## src/hw/rtl/ccsfd_pkg.sv

```systemverilog
// Shared types, constants and the CRC-8 byte step for the checked frame decoder.
package ccsfd_pkg;

  localparam int unsigned PosW = 4;

  localparam logic [7:0] CrcInit = 8'hFF;
  localparam logic [7:0] CrcPoly = 8'h31;

  localparam logic [PosW-1:0] FrameBytes = 4'd9;

  // Byte positions within the frame.
  localparam logic [PosW-1:0] PosFlowHi  = 4'd0;
  localparam logic [PosW-1:0] PosFlowLo  = 4'd1;
  localparam logic [PosW-1:0] PosFlowCrc = 4'd2;
  localparam logic [PosW-1:0] PosTempHi  = 4'd3;
  localparam logic [PosW-1:0] PosTempLo  = 4'd4;
  localparam logic [PosW-1:0] PosTempCrc = 4'd5;
  localparam logic [PosW-1:0] PosFlagHi  = 4'd6;
  localparam logic [PosW-1:0] PosFlagLo  = 4'd7;
  localparam logic [PosW-1:0] PosFlagCrc = 4'd8;

  typedef struct packed {
    logic [7:0] data_byte;
    logic       frame_start;
  } ccsfd_byte_t;

  typedef struct packed {
    logic signed [15:0] flow_sample;
    logic signed [15:0] temp_sample;
    logic [15:0]        status_flags;
    logic               check_status;
  } ccsfd_result_t;

  // One byte through the CRC-8 (MSB first, no reflection, no final xor).
  function automatic logic [7:0] crc8_feed(logic [7:0] crc, logic [7:0] b);
    logic [7:0] c;
    c = crc ^ b;
    for (int i = 0; i < 8; i++) begin
      if (c[7]) begin
        c = {c[6:0], 1'b0} ^ CrcPoly;
      end else begin
        c = {c[6:0], 1'b0};
      end
    end
    return c;
  endfunction

endpackage

```

## src/hw/rtl/ccsfd_if.sv

```systemverilog
// Valid/ready channel interfaces for the byte input and the frame result.
interface ccsfd_in_if;
  logic       valid;
  logic       ready;
  logic [7:0] data_byte;
  logic       frame_start;

  modport source (output valid, output data_byte, output frame_start, input ready);
  modport sink (input valid, input data_byte, input frame_start, output ready);
endinterface

interface ccsfd_out_if;
  logic               valid;
  logic               ready;
  logic signed [15:0] flow_sample;
  logic signed [15:0] temp_sample;
  logic [15:0]        status_flags;
  logic               check_status;

  modport source (output valid, output flow_sample, output temp_sample,
                  output status_flags, output check_status, input ready);
  modport sink (input valid, input flow_sample, input temp_sample, input status_flags,
                input check_status, output ready);
endinterface

```

## src/hw/rtl/ccsfd_in_stage.sv

```systemverilog
// Input register: holds one received byte until the frame logic takes it.
module ccsfd_in_stage import ccsfd_pkg::*; (
  input  logic        clk_i,
  input  logic        rst_ni,
  input  logic        in_valid_i,
  input  ccsfd_byte_t in_item_i,
  output logic        in_ready_o,
  input  logic        take_i,
  output logic        valid_o,
  output ccsfd_byte_t item_o
);

  logic        valid_q, valid_d;
  ccsfd_byte_t item_q;

  assign in_ready_o = !valid_q || take_i;
  assign valid_d    = (in_valid_i && in_ready_o) || (valid_q && !take_i);

  always_ff @(posedge clk_i or negedge rst_ni) begin
    if (!rst_ni) begin
      valid_q <= 1'b0;
    end else begin
      valid_q <= valid_d;
    end
  end

  always_ff @(posedge clk_i) begin
    if (in_valid_i && in_ready_o) begin
      item_q <= in_item_i;
    end
  end

  assign valid_o = valid_q;
  assign item_o  = item_q;

endmodule

```

## src/hw/rtl/ccsfd_frame_core.sv

```systemverilog
// Frame tracker: byte position, running CRC, failure flag and captured words.
module ccsfd_frame_core import ccsfd_pkg::*; (
  input  logic          clk_i,
  input  logic          rst_ni,
  input  logic          valid_i,
  input  ccsfd_byte_t   item_i,
  input  logic          out_free_i,
  output logic          take_o,
  output logic          load_o,
  output ccsfd_result_t result_o
);

  logic [PosW-1:0] pos_q, pos_d, pos_eff;
  logic [7:0]      crc_q, crc_d, crc_base;
  logic            fail_q, fail_d, fail_base;
  logic [15:0]     flow_q, flow_d, temp_q, temp_d;
  logic [7:0]      flag_hi_q, flag_hi_d, flag_lo_q, flag_lo_d;
  logic            is_check, last;
  logic [7:0]      b;

  assign b = item_i.data_byte;

  always_comb begin
    pos_eff   = (item_i.frame_start || pos_q >= FrameBytes) ? '0 : pos_q;
    crc_base  = (pos_eff == PosFlowHi) ? CrcInit : crc_q;
    fail_base = (pos_eff == PosFlowHi) ? 1'b0 : fail_q;
    is_check  = (pos_eff == PosFlowCrc) || (pos_eff == PosTempCrc) ||
                (pos_eff == PosFlagCrc);
    last      = (pos_eff == PosFlagCrc);
    crc_d     = is_check ? CrcInit : crc8_feed(crc_base, b);
    fail_d    = fail_base | (is_check && (crc_base != b));
    pos_d     = last ? '0 : pos_eff + 1'b1;

    flow_d    = flow_q;
    temp_d    = temp_q;
    flag_hi_d = flag_hi_q;
    flag_lo_d = flag_lo_q;
    unique case (pos_eff)
      PosFlowHi: flow_d    = {b, flow_q[7:0]};
      PosFlowLo: flow_d    = {flow_q[15:8], b};
      PosTempHi: temp_d    = {b, temp_q[7:0]};
      PosTempLo: temp_d    = {temp_q[15:8], b};
      PosFlagHi: flag_hi_d = b;
      PosFlagLo: flag_lo_d = b;
      default: ;
    endcase
  end

  // Stall only when a finished frame cannot be handed on.
  assign take_o = valid_i && (!last || out_free_i);
  assign load_o = take_o && last;

  assign result_o.flow_sample  = signed'(flow_q);
  assign result_o.temp_sample  = signed'(temp_q);
  assign result_o.status_flags = {flag_hi_q, flag_lo_q};
  assign result_o.check_status = fail_d;

  always_ff @(posedge clk_i or negedge rst_ni) begin
    if (!rst_ni) begin
      pos_q     <= '0;
      crc_q     <= CrcInit;
      fail_q    <= 1'b0;
      flow_q    <= '0;
      temp_q    <= '0;
      flag_hi_q <= '0;
      flag_lo_q <= '0;
    end else if (take_o) begin
      pos_q     <= pos_d;
      crc_q     <= crc_d;
      fail_q    <= fail_d;
      flow_q    <= flow_d;
      temp_q    <= temp_d;
      flag_hi_q <= flag_hi_d;
      flag_lo_q <= flag_lo_d;
    end
  end

endmodule

```

## src/hw/rtl/ccsfd_out_stage.sv

```systemverilog
// Result register: holds a decoded frame until the sink takes it.
module ccsfd_out_stage import ccsfd_pkg::*; (
  input  logic          clk_i,
  input  logic          rst_ni,
  input  logic          load_i,
  input  ccsfd_result_t result_i,
  output logic          free_o,
  output logic          out_valid_o,
  input  logic          out_ready_i,
  output ccsfd_result_t result_o
);

  logic          valid_q;
  ccsfd_result_t result_q;

  assign free_o = !valid_q || out_ready_i;

  always_ff @(posedge clk_i or negedge rst_ni) begin
    if (!rst_ni) begin
      valid_q <= 1'b0;
    end else if (load_i) begin
      valid_q <= 1'b1;
    end else if (out_ready_i) begin
      valid_q <= 1'b0;
    end
  end

  always_ff @(posedge clk_i) begin
    if (load_i) begin
      result_q <= result_i;
    end
  end

  assign out_valid_o = valid_q;
  assign result_o    = result_q;

endmodule

```

## src/hw/rtl/crc_checked_sensor_frame_decoder_core.sv

```systemverilog
// Top level of the CRC-checked sensor frame decoder.
// A result is registered in the result register when the frame logic takes the ninth byte.
// Throughput: one byte per cycle unless stalled; the per-byte CRC step is one unrolled stage.
// Input stalls only while the ninth byte waits behind an untaken item in the result register.
// Reset (asynchronous, active low) empties both registers, sets the position
// to the first byte, the running CRC to 0xFF and clears the failure flag.
module crc_checked_sensor_frame_decoder_core import ccsfd_pkg::*; (
  input  logic         clk_i,
  input  logic         rst_ni,
  ccsfd_in_if.sink     in_i,
  ccsfd_out_if.source  out_o
);

  ccsfd_byte_t   in_item, stage_item;
  ccsfd_result_t core_result, out_result;
  logic          stage_valid, take, load, out_free;

  assign in_item.data_byte   = in_i.data_byte;
  assign in_item.frame_start = in_i.frame_start;

  // Register the incoming byte ahead of the frame logic.
  ccsfd_in_stage u_in_stage (
    .clk_i      (clk_i),
    .rst_ni     (rst_ni),
    .in_valid_i (in_i.valid),
    .in_item_i  (in_item),
    .in_ready_o (in_i.ready),
    .take_i     (take),
    .valid_o    (stage_valid),
    .item_o     (stage_item)
  );

  // Advance position and CRC; on the last CRC byte, hand a frame onwards.
  ccsfd_frame_core u_frame_core (
    .clk_i      (clk_i),
    .rst_ni     (rst_ni),
    .valid_i    (stage_valid),
    .item_i     (stage_item),
    .out_free_i (out_free),
    .take_o     (take),
    .load_o     (load),
    .result_o   (core_result)
  );

  // Hold the decoded frame until the sink takes the item.
  ccsfd_out_stage u_out_stage (
    .clk_i       (clk_i),
    .rst_ni      (rst_ni),
    .load_i      (load),
    .result_i    (core_result),
    .free_o      (out_free),
    .out_valid_o (out_o.valid),
    .out_ready_i (out_o.ready),
    .result_o    (out_result)
  );

  assign out_o.flow_sample  = out_result.flow_sample;
  assign out_o.temp_sample  = out_result.temp_sample;
  assign out_o.status_flags = out_result.status_flags;
  assign out_o.check_status = out_result.check_status;

endmodule

```

## src/flat_wrapper.sv

```systemverilog
// flat-port wrapper written by rule: the top's interface ports become plain ports
module crc_checked_sensor_frame_decoder_core_flat import ccsfd_pkg::*;
  (clk_i, rst_ni, in_i_valid, in_i_data_byte, in_i_frame_start, in_i_ready, out_o_valid, out_o_flow_sample, out_o_temp_sample, out_o_status_flags, out_o_check_status, out_o_ready);
  ccsfd_in_if in_i_i ();
  ccsfd_out_if out_o_i ();
  input  logic clk_i;
  input  logic rst_ni;
  input wire logic [$bits(in_i_i.valid)-1:0] in_i_valid;
  input wire logic [$bits(in_i_i.data_byte)-1:0] in_i_data_byte;
  input wire logic [$bits(in_i_i.frame_start)-1:0] in_i_frame_start;
  output wire logic [$bits(in_i_i.ready)-1:0] in_i_ready;
  output wire logic [$bits(out_o_i.valid)-1:0] out_o_valid;
  output wire logic [$bits(out_o_i.flow_sample)-1:0] out_o_flow_sample;
  output wire logic [$bits(out_o_i.temp_sample)-1:0] out_o_temp_sample;
  output wire logic [$bits(out_o_i.status_flags)-1:0] out_o_status_flags;
  output wire logic [$bits(out_o_i.check_status)-1:0] out_o_check_status;
  input wire logic [$bits(out_o_i.ready)-1:0] out_o_ready;
  assign in_i_i.valid = in_i_valid;
  assign in_i_i.data_byte = in_i_data_byte;
  assign in_i_i.frame_start = in_i_frame_start;
  assign in_i_ready = in_i_i.ready;
  assign out_o_valid = out_o_i.valid;
  assign out_o_flow_sample = out_o_i.flow_sample;
  assign out_o_temp_sample = out_o_i.temp_sample;
  assign out_o_status_flags = out_o_i.status_flags;
  assign out_o_check_status = out_o_i.check_status;
  assign out_o_i.ready = out_o_ready;
  crc_checked_sensor_frame_decoder_core u_core (.clk_i(clk_i), .rst_ni(rst_ni), .in_i(in_i_i), .out_o(out_o_i));
endmodule
```

## config.mk

```make
export PLATFORM = sky130hd
export DESIGN_NAME = crc_checked_sensor_frame_decoder_core_flat
export DESIGN_NICKNAME = d
export VERILOG_FILES = /design/src/hw/rtl/ccsfd_pkg.sv /design/src/hw/rtl/ccsfd_if.sv /design/src/hw/rtl/ccsfd_in_stage.sv /design/src/hw/rtl/ccsfd_frame_core.sv /design/src/hw/rtl/ccsfd_out_stage.sv /design/src/hw/rtl/crc_checked_sensor_frame_decoder_core.sv /design/src/flat_wrapper.sv
export SDC_FILE = /design/constraint.sdc
export NUM_CORES = 1
export LEC_CHECK = 0
export BUFFER_PORTS_ARGS = -buffer_cell sky130_fd_sc_hd__buf_2
export CAP_MARGIN = 5
export CORE_ASPECT_RATIO = 0.6
export CORE_MARGIN = 3
export CORE_UTILIZATION = 57
export CTS_CLUSTER_DIAMETER = 30
export DETAILED_ROUTE_END_ITERATION = 8
export GPL_TIMING_DRIVEN = 0
export HOLD_SLACK_MARGIN = 0.12
export PLACE_DENSITY = 0.79
export SLEW_MARGIN = 20
export SYNTH_ARGS = -nofsm -noshare
export SYNTH_HDL_FRONTEND = slang
export SYNTH_HIERARCHICAL = 1
export SYNTH_SLANG_ARGS = --single-unit
export TNS_END_PERCENT = 1
```

## constraint.sdc

```tcl
create_clock -name clk_i -period 5.12 [get_ports clk_i]
set_clock_uncertainty 0.2 [all_clocks]
set_input_delay 0.768 -clock clk_i [delete_from_list [all_inputs] [get_ports clk_i]]
set_output_delay 0.768 -clock clk_i [all_outputs]
set_load 0.03 [all_outputs]
```

==> results of run 1 <==
path summary, 6_finish.rpt:
check,from,end,cells past startpoint
max,u_core/u_in_stage/item_o[0]$_DFFE_PP_,in_i_ready,11
min,u_core/u_frame_core/temp_q[0]$_DFFE_PN0P_,u_core/u_out_stage/result_o[17]$_DFFE_PP_,0
max reg2reg,u_core/u_in_stage/item_o[0]$_DFFE_PP_,u_core/u_in_stage/item_o[0]$_DFFE_PP_,11
min reg2reg,u_core/u_frame_core/temp_q[0]$_DFFE_PN0P_,u_core/u_out_stage/result_o[17]$_DFFE_PP_,0
max in group asynchronous,rst_ni,u_core/u_frame_core/temp_q[8]$_DFFE_PN0P_,1
min in group asynchronous,rst_ni,u_core/u_frame_core/flow_q[6]$_DFFE_PN0P_,1
layout by cell type (no fill, tap or decap), types with 11 or more instances in the layout:
| cell | instances |
|---|---|
| a21oi_1 | 11 |
| buf_2 | 65 |
| clkbuf_1 | 12 |
| clkbuf_16 | 17 |
| dfrtp_1 | 55 |
| edfxtp_1 | 58 |
| mux2_2 | 25 |
| nand2_1 | 33 |
| nor2_1 | 11 |
| o21ai_0 | 14 |
| xnor2_1 | 19 |
power groups by stage:
stage / sequential [uW] / combinational, uW / clock, uW
after floorplan: 1350 / 444 / 0
after global placement: 1380 / 519 / 0
after detailed placement: 1390 / 544 / 0
after CTS: 1380 / 554 / 1250
after global routing: 1400 / 605 / 1300
final: 1380 / 555 / 1230
critical path, delay by kind of cell (launching register included):
kind	cells	cell delay [ns]
adders and majority gates	1	0.17
AOI/OAI and AO/OA	1	0.26
and+or+nand+nor	4	1.02
buffers and inverters	5	1.21
DFF	1	0.31
synthesized netlist by cell type, types with 3 or more instances:
library cell	count	area share
a21oi_1	11	0.011
inv_1	5	0.0038
a22oi_1	4	0.0060
mux2_1	8	0.018
ha_1	4	0.010
dfrtp_1	55	0.28
a311oi_1	5	0.0088
xor2_1	7	0.012
nor3b_1	3	0.0045
dfstp_2	8	0.042
nand2_1	33	0.025
o21ai_0	14	0.014
nor2_1	12	0.0090
mux2_4	8	0.024
mux2_2	25	0.056
xnor2_1	19	0.033
nor3_1	4	0.0040
buf_2	3	0.0030
clkbuf_1	12	0.0090
o22ai_1	4	0.0050
buf_4	3	0.0045
edfxtp_1	58	0.35
buf_1	4	0.0030
metrics by stage:
stage	util	area, um^2
floorplan	-	4990
global placement	0.664	5440
detailed placement	0.669	5480
CTS	0.744	6100
global route	0.744	6100
finish	0.744	6100
sequential cells by signal, summed over array words and instances (netlist names):
signal	flops
u_core/u_frame_core/pos_q	4
u_core/u_out_stage/result_o	49
u_core/u_frame_core/crc_q	8
u_core/u_in_stage/valid_o	1
u_core/u_out_stage/out_valid_o	1
u_core/u_frame_core/fail_q	1
u_core/u_in_stage/item_o	9
u_core/u_frame_core/flow_q	16
u_core/u_frame_core/flag_lo_q	8
u_core/u_frame_core/temp_q	16
u_core/u_frame_core/flag_hi_q	8
kinds of logic after synthesis:
| logic type | count (synthesis) |
|---|---|
| compound gates | 49 |
| xor+xnor | 28 |
| buf+inv | 29 |
| flops | 121 |
| mux | 41 |
| fa+ha+maj | 4 |
| simple gates | 74 |
area by class of cell:
type	instances	area (um^2)
sequential	121	3330
fill	516	2100
multi-input combinational	196	1540
clock buffer	17	425
timing repair buffer	64	345
clock inverter	15	191
tap	108	135
buffer	23	109
inverter	6	22.5
routing by layer:
metal | track usage | routed length [um] | vias to the layer above
met2 | 0.341 | 4750 | 128
met1 | 0.312 | 4600 | 1525
met3 | 0.0802 | 792 | 12
met5 | 0 | 0 | -
li1 | - | - | 1416
met4 | 0.0728 | 129 | 0
==> Flow_metrics.wiki, run 1 <==
{| class="wikitable"
! Metric !! Value
|-
| Outcome || finished, final reports clean
|-
| Max capacitance violation total || 0
|-
| Worst setup slack after layout || 0.746 ns
|-
| Largest net degree at the start of global routing || 64
|-
| Number of antenna violations at the first check in global routing || 0
|-
| Dominant combinational cell family by area after synthesis || multiplexers
|-
| Detailed placer's ending HPWL || around 6400 um
|-
| Capturing element type of the critical path || output pin
|-
| Max_slew headroom || 0.462
|-
| Post-synthesis mux area share || 0.0985
|-
| Wire length of the first global-routing pass || 16,800 um
|-
| Fin crit share || 0.854
|-
| Static power due to leakage || 0.00256 uW
|-
| Slack of the worst reg-to-reg path || 1.66 ns
|-
| Drt first-iter violations || 350
|-
| Synthesized area per cell || 14.4 um^2
|-
| Number of synthesized flops with an enable pin || 58
|-
| Arithmetic-cell share of the synthesized area counting full adders, half adders and majority gates || 0.0100
|-
| Maximum resistive drop on vdd || 0.336 mV
|-
| Num Clock Sinks || 121
|-
| Max H-tree Level || 4
|-
| CP max stage delay || 0.49 ns
|-
| Post-detailed-route count of antenna-violating nets || 0
|-
| Total number of vias || 3,081
|-
| Hold-fix buffer count after cts || 0
|-
| Setup WS pre-CTS || 1.21 ns
|-
| Total negative slack for setup checks || 0 ns
|-
| Syn_nets || 363
|-
| Average wire length per cell after detail routing || 18.7 um
|-
| Root Buffer || clkbuf_16
|-
| Post-cts repair resize count || 0
|-
| Fin nets || approximately 450
|-
| Highest-delay cell along the critical path || or3b_4
|-
| Slew at the pin with the worst max-slew slack || 0.806 ns
|-
| CORE AREA || 8200 um^2
|-
| Placed instance count || 518
|-
| Cell-internal power || roughly 2300 uW
|-
| CP Max Fanout || 10
|-
| XOR/XNOR Fraction of Synth Area || 0.0536
|-
| Number of DRC violations after detailed routing || 0
|-
| Die boundary height || 78.5 um
|-
| Clock insertion delay at the later pin of the skew report || between 0.4 and 0.5 ns
|-
| Die width || 127 um
|-
| Sum of overflow across all layers after global routing || 0
|-
| Worst setup path class || reg -> out
|-
| Critical Path RT || 4.15 ns
|-
| Top_reg_cell synth || edfxtp_1
|-
| Arrival time worst endpoint || 3.41 ns
|-
| Ordered list of cells on the worst path || clkbuf_1, nor2_1, nand2_1, ha_1, clkbuf_1, or3b_4, o21ai_4, inv_2, buf_2, nand2b_4, buf_2
|-
| Worst hold slack across all endpoints || 0.242 ns
|-
| Complex-gate fraction of the synthesized area || 0.0644
|-
| Power density normalized to cell area || just over 500 nW/um^2
|-
| Longest Clk Path Bufs || 2
|-
| FMAX || 229 MHz
|-
| Vias per cell || 5.60
|-
| Register clock-pin slew on the reported worst setup and hold paths || 0.06 ns
|-
| Proportion of layout cells with a drive suffix above 1 || 0.357
|-
| Unique cell type count in the Yosys netlist || 54
|-
| Total standard cell area after synthesis || 4990 um^2
|-
| Area growth syn-to-layout || 22.1%
|-
| Portion of total power attributed to combinational logic || 0.175
|-
| Period minus WS final || 4.37 ns
|-
| Sequential Power Share || 0.435
|-
| Worst Hold Class || reg -> reg
|-
| Register area share after synthesis || 0.666
|-
| Setup crit start kind || register
|-
| Initial core utilization || 0.609
|-
| Routability cong. || 0.882
|-
| CTS tree || yes
|-
| First-pass iteration count of the detailed router || 5
|-
| GRT Util Overall || 0.227
|-
| Top-level port count || 64
|-
| Synthesized flop and latch total || 121
|-
| Syn. warnings || 6
|-
| Count of non-filler cells in the finished layout || 550
|-
| Die ar. || 9960 um^2
|-
| Clock power frac || 0.390
|-
| Total power draw || ~3200 uW
|-
| RSZ-0062 raised after global routing || false
|-
| IO buf count || 63
|-
| Vias in the first global route || 3,146
|-
| Number of antenna repair diodes || 0
|-
| Number of placement rows || 25
|-
| Number of CTS-inserted buffers || 17
|-
| Simple logic cell fraction of the synthesized area || 0.0807
|-
| Max-slew violation total from the final report || 0
|-
| Final hold violation count || 0
|-
| Asr flop ratio synth || 0.521
|-
| Overall routed net length || 10,300 um
|-
| Setup-violating endpoint count in the final report || 0
|-
| Net switching share of the total power || 0.271
|-
| Syn Inst Count || 346
|-
| Net switching power || 858 uW
|-
| Total setup buffers inserted after CTS || 0
|}
(Power assumes the default switching activity.)
==> inputs of run 2 (changes only) <==
--- a/config.mk
+++ b/config.mk
@@ -7,7 +7,7 @@
 export LEC_CHECK = 0
 export BUFFER_PORTS_ARGS = -buffer_cell sky130_fd_sc_hd__buf_2
 export CAP_MARGIN = 5
-export CORE_ASPECT_RATIO = 0.6
+export CORE_ASPECT_RATIO = 0.7
 export CORE_MARGIN = 3
 export CORE_UTILIZATION = 57
 export CTS_CLUSTER_DIAMETER = 30
==> Flow_metrics.wiki, run 2 (synthesized netlist as in run 1, its figures left out) <==
{| class="wikitable"
! Metric !! Value
|-
| Clock insertion delay at the later pin of the skew report || 0.41 ns
|-
| Max_slew headroom || 0.444
|-
| Largest register FFs || 49
|-
| Average wire length per cell after detail routing || roughly 18 um
|-
| Post-detailed-route count of antenna-violating nets || 0
|-
| Detailed placer's ending HPWL || 6330 um
|-
| Post-route cell area || 6110 um^2
|-
| Vias per cell || around 5.5
|-
| Wire length of the first global-routing pass || 16,100 um
|-
| Total negative slack for setup checks || 0 ns
|-
| Number of antenna repair diodes || 0
|-
| Period minus WS final || 4.38 ns
|-
| CTS tree || yes
|-
| Final Core Density || 0.748
|-
| Die width || 118 um
|-
| Number of DRC violations after detailed routing || 0
|-
| # fillers || 538
|-
| FMAX || about 230 MHz
|-
| Max H-tree Level || 4
|-
| RSZ-0062 raised after global routing || false
|-
| Arrival time worst endpoint || between 3 and 4 ns
|-
| Drt first-iter violations || 354
|-
| Longest Clk Path Bufs || 2
|-
| Setup-violating endpoint count in the final report || 0
|-
| Die boundary height || 84.3 um
|-
| Total power draw || 3150 uW
|-
| Fin crit share || 0.855
|-
| Setup crit start kind || register
|-
| Routability cong. || roughly 0.86
|-
| Register clock-pin slew on the reported worst setup and hold paths || 0.06 ns
|-
| GRT Util Overall || 0.216
|-
| Area growth syn-to-layout || 22.5%
|-
| Slew at the pin with the worst max-slew slack || 0.830 ns
|-
| Fin nets || 448
|-
| Leading cell types in the layout, fill and taps excluded || buf_2, edfxtp_1, dfrtp_1, nand2_1, mux2_2
|-
| Final hold violation count || 0
|-
| CORE AREA || between 8000 and 9000 um^2
|-
| CP Max Fanout || 10
|-
| Vias in the first global route || about 3,000
|-
| Overall routed net length || 9950 um
|-
| Power density normalized to cell area || between 500 and 600 nW/um^2
|-
| Total number of vias || 3,076
|-
| Proportion of layout cells with a drive suffix above 1 || 0.347
|-
| Maximum resistive drop on vdd || 0.394 mV
|-
| Sum of overflow across all layers after global routing || 0
|-
| Total setup buffers inserted after CTS || 0
|-
| Max-slew violation total from the final report || 0
|-
| Number of placement rows || 27
|-
| Number of antenna violations at the first check in global routing || 0
|-
| Post-cts repair resize count || 0
|-
| Root Buffer || clkbuf_16
|-
| Die ar. || 9940 um^2
|-
| Cell area reported after detailed placement || 5500 um^2
|-
| First-pass iteration count of the detailed router || 7
|-
| Max capacitance violation total || 0
|-
| Capturing element type of the critical path || output pin
|-
| Initial core utilization || 0.611
|-
| Critical Path RT || 4.15 ns
|-
| Outcome || finished, final reports clean
|-
| Static power due to leakage || 0.00257 uW
|-
| IO buf count || 63
|-
| Most frequent standard cell in the layout excluding fill and tap cells || buf_2
|-
| Num Clock Sinks || 121
|-
| Top-level port count || 64
|-
| Largest net degree at the start of global routing || 41
|-
| Worst Hold Class || reg -> reg
|-
| Worst setup path class || reg -> out
|-
| Number of CTS-inserted buffers || 17
|}
[run 2: through the flow]
stage	hold WS [ns]	instances	setup slack (ns)
CTS	0.237	560	0.791
global route	0.244	560	0.552
finish	0.237	560	0.742
floorplan	0.219	346	0.720
detailed placement	0.233	527	1.25
global placement	0.226	525	-0.460
[run 2: final cells by class]
| cell class | instances | area (um^2) | share of cell area |
|---|---|---|---|
| Buffer | 23 | 109 | 0.0178 |
| Clock buffer | 24 | 482 | 0.0788 |
| Clock inverter | 8 | 119 | 0.0194 |
| Inverter | 6 | 22.5 | 0.00368 |
| Multi-Input combinational cell | 196 | 1540 | 0.252 |
| Sequential cell | 121 | 3330 | 0.544 |
| Tap cell | 116 | 145 | 0.0237 |
| Timing Repair Buffer | 66 | 368 | 0.0602 |
[run 2: critical path, cell delays in order (launching register included)]
cell and delay (ns):
edfxtp_1 0.31, clkbuf_1 0.33, nor2_1 0.17, nand2_1 0.18, ha_1 0.16, clkbuf_1 0.33
or3b_4 0.50, o21ai_4 0.28, inv_2 0.15, buf_2 0.22, nand2b_4 0.17, buf_2 0.19
[run 2: final timing paths]
kind	startpoint	end	slack (ns)	depth (start not counted)
max	u_core/u_in_stage/item_o[0]$_DFFE_PP_	in_i_ready	0.74	11
min	u_core/u_frame_core/flow_q[13]$_DFFE_PN0P_	u_core/u_out_stage/result_o[46]$_DFFE_PP_	0.24	0
max reg2reg	u_core/u_in_stage/item_o[0]$_DFFE_PP_	u_core/u_frame_core/flow_q[8]$_DFFE_PN0P_	1.63	9
min reg2reg	u_core/u_frame_core/flow_q[13]$_DFFE_PN0P_	u_core/u_out_stage/result_o[46]$_DFFE_PP_	0.24	0
max in group asynchronous	rst_ni	u_core/u_frame_core/crc_q[2]$_DFFE_PN1P_	3.56	3
min in group asynchronous	rst_ni	u_core/u_frame_core/flag_hi_q[4]$_DFFE_PN0P_	0.60	2
[run 2: what timing repair did]
action                                  in CTS  in global routing
endpoints found under the hold margin       19                  0
endpoints found under the setup margin       0                  0
hold buffers                                 1                  0
[run 2: where the power goes]
group | switching [uW] | internal [uW] | leakage, uW
Combinational | 285 | 279 | 0.000951
Clock | 399 | 800 | 0.000288
Sequential | 127 | 1260 | 0.00133
Total | 811 | 2340 | 0.00257
[run 2: per-layer routing]
layer | track usage | wire length, um | up-vias | part of all wire
met4 | 0.0819 | 125 | 0 | 0.013
met1 | 0.283 | 4390 | 1502 | 0.44
li1 | - | - | 1422 | -
met5 | 0 | 0 | - | 0
met2 | 0.327 | 4630 | 134 | 0.47
met3 | 0.0896 | 797 | 18 | 0.080
==> inputs of run 3 (changes only) <==
--- a/config.mk
+++ b/config.mk
@@ -7,14 +7,13 @@
 export LEC_CHECK = 0
 export BUFFER_PORTS_ARGS = -buffer_cell sky130_fd_sc_hd__buf_2
 export CAP_MARGIN = 5
-export CORE_ASPECT_RATIO = 0.7
 export CORE_MARGIN = 3
-export CORE_UTILIZATION = 57
+export CORE_UTILIZATION = 52
 export CTS_CLUSTER_DIAMETER = 30
 export DETAILED_ROUTE_END_ITERATION = 8
 export GPL_TIMING_DRIVEN = 0
 export HOLD_SLACK_MARGIN = 0.12
-export PLACE_DENSITY = 0.79
+export PLACE_DENSITY = 0.76
 export SLEW_MARGIN = 20
 export SYNTH_ARGS = -nofsm -noshare
 export SYNTH_HDL_FRONTEND = slang
==> constraint.sdc (replaced) <==
create_clock -name clk_i -period 3.7 [get_ports clk_i]
set_clock_uncertainty 0.2 [all_clocks]
set_input_delay 0.555 -clock clk_i [delete_from_list [all_inputs] [get_ports clk_i]]
set_output_delay 0.555 -clock clk_i [all_outputs]
set_load 0.03 [all_outputs]
==> Flow_metrics.wiki, run 3 (synthesized netlist as in run 1, its figures left out) <==
{| class="wikitable"
! Metric !! Value
|-
| Outcome || finished, final reports clean
|-
| # fillers || 674
|-
| Clock insertion delay at the later pin of the skew report || slightly above 0.5 ns
|-
| Overall routed net length || slightly above 10,000 um
|-
| Root Buffer || clkbuf_8
|-
| Die width || 104 um
|-
| Post-route cell area || 6260 um^2
|-
| Largest register FFs || 49
|-
| Slew at the pin with the worst max-slew slack || 0.731 ns
|-
| CP Max Fanout || 16
|-
| Maximum resistive drop on vdd || 0.363 mV
|-
| RSZ-0062 raised after global routing || false
|-
| Setup-violating endpoint count in the final report || 0
|-
| Total power draw || roughly 4400 uW
|-
| Slack of the worst reg-to-reg path || about 0.55 ns
|-
| Area growth syn-to-layout || 25.5%
|-
| Global-route track usage on met2 || 0.329
|-
| Global Route met1 Usage || 0.242
|-
| Vias in the first global route || 3,168
|-
| Total number of vias || around 3,100
|-
| Initial core utilization || 0.538
|-
| Num Clock Sinks || 121
|-
| Vias per cell || 5.38
|-
| Proportion of layout cells with a drive suffix above 1 || 0.356
|-
| Power density normalized to cell area || between 600 and 700 nW/um^2
|-
| Critical R2R Launch || u_core/u_frame_core/pos_q[2]$_DFFE_PN0P_
|-
| Worst min-delay path startpoint || out_o_ready
|-
| Max-slew violation total from the final report || 0
|-
| GRT Util Overall || 0.197
|-
| Final hold violation count || 0
|-
| Routability cong. || 0.847
|-
| Register clock-pin slew on the reported worst setup and hold paths || 0.06 ns
|-
| Capturing element type of the critical path || output pin
|-
| Setup crit start kind || register
|-
| Cell count of the worst reg-to-reg path || 7
|-
| CORE AREA || ~9300 um^2
|-
| Worst setup slack after layout || ~0.11 ns
|-
| Drt first-iter violations || about 230
|-
| Reg2reg end || u_core/u_out_stage/result_o[14]$_DFFE_PP_
|-
| Post-detailed-route count of antenna-violating nets || 0
|-
| Startpoint of the most critical setup path || u_core/u_frame_core/pos_q[2]$_DFFE_PN0P_
|-
| Setup WS pre-CTS || 0.0342 ns
|-
| GR Util met3 || 0.0478
|-
| Arrival time worst endpoint || 2.83 ns
|-
| Number of DRC violations after detailed routing || 0
|-
| Max H-tree Level || 4
|-
| Largest net degree at the start of global routing || 39
|-
| Fin crit share || 0.970
|-
| Worst setup path class || reg -> out
|-
| Critical Path RT || about 2.9 ns
|-
| Number of placement rows || 35
|-
| Number of CTS-inserted buffers || 17
|-
| Period minus WS final || 3.59 ns
|-
| FMAX || 279 MHz
|-
| Leading cell types in the layout, fill and taps excluded || buf_2, edfxtp_1, dfrtp_1, nand2_1, mux2_2
|-
| Max_slew headroom || 0.511
|-
| Cell area reported after detailed placement || 5530 um^2
|-
| Wire length of the first global-routing pass || roughly 16,000 um
|-
| Fin nets || roughly 460
|-
| Max capacitance violation total || 0
|-
| Number of antenna violations at the first check in global routing || 0
|-
| IO buf count || 63
|-
| Detailed placer's ending HPWL || 6230 um
|-
| Worst-case hold path end point || u_core/u_out_stage/out_valid_o$_DFFE_PN0P_
|-
| Worst hold path stage count || 3
|-
| CTS tree || yes
|-
| Sum of overflow across all layers after global routing || 0
|-
| Average wire length per cell after detail routing || around 17 um
|-
| First-pass iteration count of the detailed router || 6
|-
| Top-level port count || 64
|-
| Layer with the highest usage after global routing || met2
|-
| Die ar. || 10,800 um^2
|-
| Static power due to leakage || 0.00264 uW
|-
| Longest Clk Path Bufs || 2
|-
| Most frequent standard cell in the layout excluding fill and tap cells || buf_2
|-
| Number of antenna repair diodes || 0
|-
| Worst Hold Class || in -> reg
|-
| Die boundary height || ~100 um
|}
-- run 3: worst max path at each step --
| stage | to | cells after the start |
|---|---|---|
| floorplan | u_core/u_out_stage/result_o[0]$_DFFE_PP_ | 7 |
| global placement | u_core/u_out_stage/result_o[15]$_DFFE_PP_ | 7 |
| detailed placement | in_i_ready | 11 |
| CTS | in_i_ready | 8 |
| global route | in_i_ready | 8 |
| finish | in_i_ready | 8 |
-- run 3: stage by stage --
step	std cells	TNS, ns	hold WS, ns	util
floorplan	346	0	0.0594	-
global placement	538	-30.63	0.229	0.589
detailed placement	540	0	0.232	0.595
CTS	582	0	0.130	0.673
global route	584	0	0.151	0.675
finish	584	0	0.150	0.675
-- run 3: cell type report --
class / count / area, um^2 / share of cell area
buffer: 20 / 96.3 / 0.0154
clock buffer: 17 / 414 / 0.0661
clock inverter: 15 / 190 / 0.0304
inverter: 6 / 25.0 / 0.00399
multi-input combinational: 196 / 1540 / 0.246
sequential: 121 / 3330 / 0.531
tap: 129 / 161 / 0.0258
timing repair buffer: 80 / 505 / 0.0807
-- run 3: power breakdown --
part / internal, uW / leakage [uW] / switching (uW)
sequential: 1740 / 0.00133 / 173
combinational: 396 / 0.00101 / 386
clock: 1040 / 0.000295 / 621
-- run 3: worst max-delay path: stages, from the launching register on --
cell,delay (ns)
dfrtp_1,0.38
buf_6,0.13
or4b_1,0.50
buf_2,0.19
or3b_4,0.44
o21ai_4,0.21
inv_4,0.12
nand2b_4,0.16
buf_2,0.19
-- run 3: routing by layer --
layer	up-vias	wire length (um)
met2	132	5210
met4	0	259
met3	29	527
li1	1441	-
met5	-	0
met1	1540	4090
-- run 3: repair_timing --
| item | 4_1_cts | 5_1_grt |
|---|---|---|
| buffers inserted | 2 | 2 |
| pin swaps | 1 | 1 |
| setup endpoints to repair | 1 | 1 |
| hold buffers | 11 | 0 |
| resized for setup | 1 | 2 |
| cloned | 0 | 0 |
| endpoints found under the hold margin | 73 | 0 |
